`src/hw/rtl/dct8_pkg.sv`:
```
`default_nettype none
package dct8_pkg;

	localparam int BLOCK_DIM_DEF = 8;
	localparam int MAX_DIM       = 16;
	localparam int ROM_IDX_W     = 4;   // per-axis index width into the cosine ROM
	localparam int COS_W         = 32;  // Q30 cosine, signed
	localparam int SAMPLE_W      = 16;
	localparam int PROD_W        = 17;  // Q1.15 cosine product, -32768..32768
	localparam int COEF_W        = 19;
	localparam int FREQ_W        = 3;
	localparam int SCALE_W       = 15;

	localparam longint unsigned Q30_ONE = 64'd1073741824;
	localparam longint unsigned PI_Q30  = 64'd3373259426;

	localparam logic signed [SCALE_W-1:0] SCALE_BOTH     = 15'sd8192;
	localparam logic signed [SCALE_W-1:0] SCALE_ONE_ZERO = 15'sd5793;
	localparam logic signed [SCALE_W-1:0] SCALE_TWO_ZERO = 15'sd4096;

	localparam logic signed [COEF_W-1:0] COEF_MAX = 19'sh3FFFF;
	localparam logic signed [COEF_W-1:0] COEF_MIN = 19'sh40000;

	typedef enum logic [1:0] {
		ENG_IDLE = 2'b01,
		ENG_RUN  = 2'b10
	} eng_state_t;

	// restoring shift-and-subtract quotient, elaboration only
	function automatic longint unsigned udiv(input longint unsigned a,
		input longint unsigned b);
		longint unsigned q;
		longint unsigned r;
		q = '0;
		r = '0;
		for (int i = 63; i >= 0; i--) begin
			r = {r[62:0], a[i]};
			if (r >= b) begin
				r    = r - b;
				q[i] = 1'b1;
			end
		end
		return q;
	endfunction

	// cos(m*pi/(2n)) in Q30, Taylor series, elaboration only
	function automatic longint cos_quadrant(input int unsigned m, input int unsigned n);
		longint unsigned th;
		longint unsigned x2;
		longint unsigned term;
		longint          sum;
		longint unsigned dv;
		th   = udiv(PI_Q30 * 64'(m) + 64'(n), 64'd2 * 64'(n));
		x2   = (th * th) >> 30;
		term = Q30_ONE;
		sum  = longint'(Q30_ONE);
		for (int i = 1; i <= 12; i++) begin
			dv   = 64'((2 * i - 1) * (2 * i));
			term = udiv((term * x2) >> 30, dv);
			if (i[0] == 1'b1) begin
				sum = sum - longint'(term);
			end else begin
				sum = sum + longint'(term);
			end
		end
		if (sum < 0) begin
			sum = 0;
		end
		if (sum > longint'(Q30_ONE)) begin
			sum = longint'(Q30_ONE);
		end
		return sum;
	endfunction

	function automatic longint cos_any(input int unsigned k_in, input int unsigned n);
		int unsigned k;
		k = k_in;
		while (k >= 4 * n) begin
			k = k - 4 * n;
		end
		if (k <= n) begin
			return cos_quadrant(k, n);
		end
		if (k <= 2 * n) begin
			return -cos_quadrant(2 * n - k, n);
		end
		if (k <= 3 * n) begin
			return -cos_quadrant(k - 2 * n, n);
		end
		return cos_quadrant(4 * n - k, n);
	endfunction

	// cosine ROM, entry (u,x) at (u*MAX_DIM + x)
	function automatic logic [MAX_DIM*MAX_DIM*COS_W-1:0] cos_rom(input int unsigned n);
		logic [MAX_DIM*MAX_DIM*COS_W-1:0] r;
		r = '0;
		for (int u = 0; u < MAX_DIM; u++) begin
			for (int x = 0; x < MAX_DIM; x++) begin
				if (u < int'(n) && x < int'(n)) begin
					r[(u * MAX_DIM + x) * COS_W +: COS_W] =
						COS_W'(cos_any(int'((2 * x + 1) * u), n));
				end
			end
		end
		return r;
	endfunction

endpackage
`default_nettype wire

```
`src/hw/rtl/dct8_loader.sv`:
```
`default_nettype none
// Front end: double-buffered sample store, fills one bank while the other is read.
module dct8_loader #(
	parameter int N = dct8_pkg::BLOCK_DIM_DEF
) (
	input  wire logic                                clk,
	input  wire logic                                arst_n,
	input  wire logic                                start,
	input  wire logic signed [dct8_pkg::SAMPLE_W-1:0] sample,
	output logic                                     busy,
	output logic [1:0]                               bank_full,
	input  wire logic                                release_bank,
	input  wire logic                                rd_en,
	input  wire logic                                rd_bank,
	input  wire logic [$clog2(N*N)-1:0]              rd_idx,
	output logic signed [dct8_pkg::SAMPLE_W-1:0]     rd_data
);
	localparam int SZ  = N * N;
	localparam int SAW = $clog2(SZ);

	logic signed [dct8_pkg::SAMPLE_W-1:0] mem [2][SZ];
	logic [SAW-1:0] wr_idx_q;
	logic           wr_bank_q;
	logic [1:0]     full_q;
	logic           accept;
	logic           blk_last;

	assign busy      = full_q[wr_bank_q];
	assign accept    = start && !busy;
	assign blk_last  = (wr_idx_q == SAW'(SZ - 1));
	assign bank_full = full_q;

	always_ff @(posedge clk or negedge arst_n) begin
		if (!arst_n) begin
			wr_idx_q  <= '0;
			wr_bank_q <= 1'b0;
			full_q    <= '0;
		end else begin
			if (accept) begin
				if (blk_last) begin
					wr_idx_q  <= '0;
					wr_bank_q <= !wr_bank_q;
				end else begin
					wr_idx_q <= wr_idx_q + 1'b1;
				end
			end
			// release always targets the other bank from a completing write
			for (int b = 0; b < 2; b++) begin
				if (accept && blk_last && wr_bank_q == 1'(b)) begin
					full_q[b] <= 1'b1;
				end else if (release_bank && rd_bank == 1'(b)) begin
					full_q[b] <= 1'b0;
				end
			end
		end
	end

	always_ff @(posedge clk) begin
		if (accept) begin
			mem[wr_bank_q][wr_idx_q] <= sample;
		end
	end

	always_ff @(posedge clk) begin
		if (rd_en) begin
			rd_data <= mem[rd_bank][rd_idx];
		end
	end

endmodule
`default_nettype wire

```
`config.mk`:
```
export PLATFORM = sky130hd
export DESIGN_NAME = dct8_loader
export DESIGN_NICKNAME = d
export VERILOG_FILES = /design/src/hw/rtl/dct8_pkg.sv /design/src/hw/rtl/dct8_loader.sv
export SDC_FILE = /design/constraint.sdc
export NUM_CORES = 2
export LEC_CHECK = 0
export BUFFER_PORTS_ARGS = -buffer_cell sky130_fd_sc_hd__buf_2
export CORE_UTILIZATION = 45
export CTS_BUF_LIST = sky130_fd_sc_hd__clkbuf_8
export DETAILED_ROUTE_END_ITERATION = 10
export PLACE_DENSITY = 0.7
export SKIP_CTS_REPAIR_TIMING = 1
export SLEW_MARGIN = 0
export SYNTH_ARGS = -nofsm -noshare
export SYNTH_HDL_FRONTEND = slang
export SYNTH_SLANG_ARGS = --single-unit
```
`constraint.sdc`:
```
create_clock -name clk -period 6.6 [get_ports clk]
set_input_delay 0.66 -clock clk [delete_from_list [all_inputs] [get_ports clk]]
set_output_delay 0.66 -clock clk [all_outputs]
set_load 0.02 [all_outputs]
```
==> impl_metrics.py <==
metrics = {
    "die": {
        "die_h_um": 421,
        "core-area_um2": 174000,
        "start_util_pct": 45.4,
        "rows": 153,
        "ios": 47,
        "die_area_um2": 177000,
        "chipWidth_um": 421,
    },
    "sta": {
        "min_period_over_period_pct": 57.1,
        "finalHoldViolations": 0,
        "max_freq_ghz": 0.265,
        "setup_tns_ns": 0,
        "worstMarginPinSlew_ns": 1.28,
        "finalSetupViolCount": 0,
        "fin_skew_ns": 0.0590,
        "max_slew_margin_pct": 14.5,
        "slew_violations": 0,
        "rsz0062_at_grt": "false",
        "holdWs_ns": 0.0865,
        "post-route-min-period_ns": 3.77,
    },
    "worst_hold_path": {
        "min_to": "wr_idx_q[2]",
        "hold_start": "start",
        "min_path_cells": 3,
        "hold_class": "in2reg",
    },
    "clocking": {
        "clockRootBuffer": "clkbuf_8",
        "h-tree-depth": 5,
        "clock-sinks": 2073,
        "cts_tree": "done",
        "cts_max_path_buffers": 4,
        "numCtsBuffers": 332,
        "clk_latency_ns": 0.99,
        "clk_pin_slew_ns": 0.06,
    },
    "routing": {
        "wl_mm": 176,
        "postRouteAntennaNets": 1,
        "num_vias": 35300,
        "vias_per_cell": 5.83,
        "route.detailed.drc": 0,
        "first_pass_iters": 5,
        "drtIter0Drc": 3811,
        "wl_per_cell_um": 29.1,
    },
    "placed_design": {
        "finalWeightedCongestion": 0.806,
        "hpwl_mm": 98.8,
        "port_buffers": 46,
    },
    "setup_path": {
        "cp-startpoint": "wr_bank_q",
        "path_class": "reg2reg",
        "rr_startpoint": "wr_bank_q",
        "crit_required_ns": 7.15,
        "cp-start-kind": "flop",
        "crit_path_end_kind": "flop",
        "cp.arrival_ns": 4.32,
        "ff2ff_setup_slack_ns": 2.83,
        "crit_fanout": 22,
        "timing.rr.end": "mem[0][609]",
        "worst-r2r-cell-count": 6,
    },
    "grt": {
        "grt_max_degree": 117,
        "grt_usage_pct": 20.0,
        "grt_pass1_wl_mm": 256,
        "antenna_found_initial": 13,
        "grt_pass1_vias": 36300,
        "grt_overflow_total": 0,
    },
    "outcome": {
        "status": "finished, violations left",
        "failed_checks": "antenna violations",
    },
    "finish": {
        "final.fill_count": 13300,
        "drive_above_1_share_pct": 36.5,
        "seq_area_um2": 62200,
        "final_cell_mix": "2064 x edfxtp_1, 672 x mux4_2, 341 x clkbuf_8",
        "layout_commonest_cell": "edfxtp_1",
        "nets": 3536,
        "syn_to_final_growth_pct": 12.4,
        "multiInputGateArea_um2": 16400,
    },
    "run": {
        "drv_cap": 0,
    },
    "synthesis": {
        "yosysWarnings": 0,
        "synthCells": 3124,
        "ys_ff_latch": 2073,
        "syn_nets": 3153,
        "syn_avg_cell_area_um2": 25.3,
        "mappedNetlistArea_um2": 79100,
        "synth_largest_area_cell": "edfxtp_1",
        "ys_types": 29,
        "synthTopCellsByArea": "edfxtp_1 78%, mux4_2 19%, nor2_1 0.59%, clkbuf_1 0.41%, dfrtp_1 0.28%",
        "netlist.area_leader.share_pct": 78.3,
        "ys_seq_area_share_pct": 78.6,
    },
    "pwr": {
        "max-vdd-ir-drop_mv": 0.212,
        "power_density_nw_per_um2": 294,
        "leakage_nw": 27.7,
    },
}
-- stage by stage --
step / setup WS [ns] / area, µm² / utilization, % / power, mW / cells
after global placement: 2.57 / 83200 / 47.8 / 16.8 / 5494
final: 2.83 / 88900 / 51.0 / 26.2 / 6053
after detailed placement: 2.58 / 83200 / 47.8 / 16.9 / 5494
after floorplan: 3.16 / 79100 / - / 16.1 / 3124
after global routing: 2.47 / 88900 / 51.0 / 27.1 / 6048
after CTS: 2.80 / 88900 / 51.0 / 26.4 / 6042
-- cell families after synthesis --
family | count (synthesis) | share of synthesized area (%)
compound gates | 7 | 0.0585
simple gates | 179 | 0.920
fa+ha+maj | 1 | 0.0158
xor+xnor | 3 | 0.0332
flops | 2073 | 78.6
mux | 691 | 19.4
buf+inv | 170 | 0.947
-- synth_stat cells --
cell type,instances
and4_1,1
nand3_1,10
mux2i_1,1
buf_4,6
a32o_1,1
inv_1,4
or4_1,1
o31ai_1,1
mux4_2,672
and3_1,1
nand2_1,24
mux2_2,18
clkbuf_1,87
nor2_1,124
nand2b_1,1
edfxtp_1,2064
dfrtp_1,9
nor4_1,1
o21ai_0,2
a21oi_1,2
buf_2,41
buf_6,5
xor2_1,2
ha_1,1
buf_1,27
xnor2_1,1
nor3_1,10
nor2b_1,6
a22o_1,1
-- flip-flops by register name (all words and copies together), names as in the netlist --
register,cells
mem,2048
rd_data,16
wr_idx_q,6
bank_full,2
wr_bank_q,1
-- metal layers --
layer | wire length (µm) | global-route usage (%) | up-vias
met5 | 13 | 0 | -
met4 | 4020 | 5.93 | 2
met3 | 15500 | 5.26 | 249
met2 | 87500 | 32.3 | 1566
met1 | 69200 | 26.9 | 19100
li1 | - | - | 14400
-- critical path, stage by stage (launching register included) --
cell	delay (ns)
dfrtp_1	0.89
mux2i_1	0.35
inv_1	0.12
nor3_1	0.14
buf_4	0.17
nand2_1	0.47
nor2_2	1.17
-- how the worst max path moves through the flow --
stage                        endpoint  slack, ns
after floorplan           mem[0][768]       3.16
after global placement     rd_data[3]       2.57
after detailed placement   rd_data[3]       2.58
after CTS                 mem[0][609]       2.80
after global routing      mem[0][415]       2.47
final                     mem[0][609]       2.83
-- power by group --
part	internal (mW)	switching, mW
sequential	14.7	0.0912
clock	4.86	4.69
combinational	0.642	1.14
-- area by class of cell --
cell class | instances | share of cell area (%)
sequential | 2073 | 70.0
multi-input combinational | 881 | 18.4
clock buffer | 341 | 5.28
tap | 2325 | 3.27
timing repair buffer | 215 | 1.98
clock inverter | 207 | 1.03
antenna | 7 | 0.0197
inverter | 4 | 0.0169
Note: power is estimated with default switching activity, not from simulation.
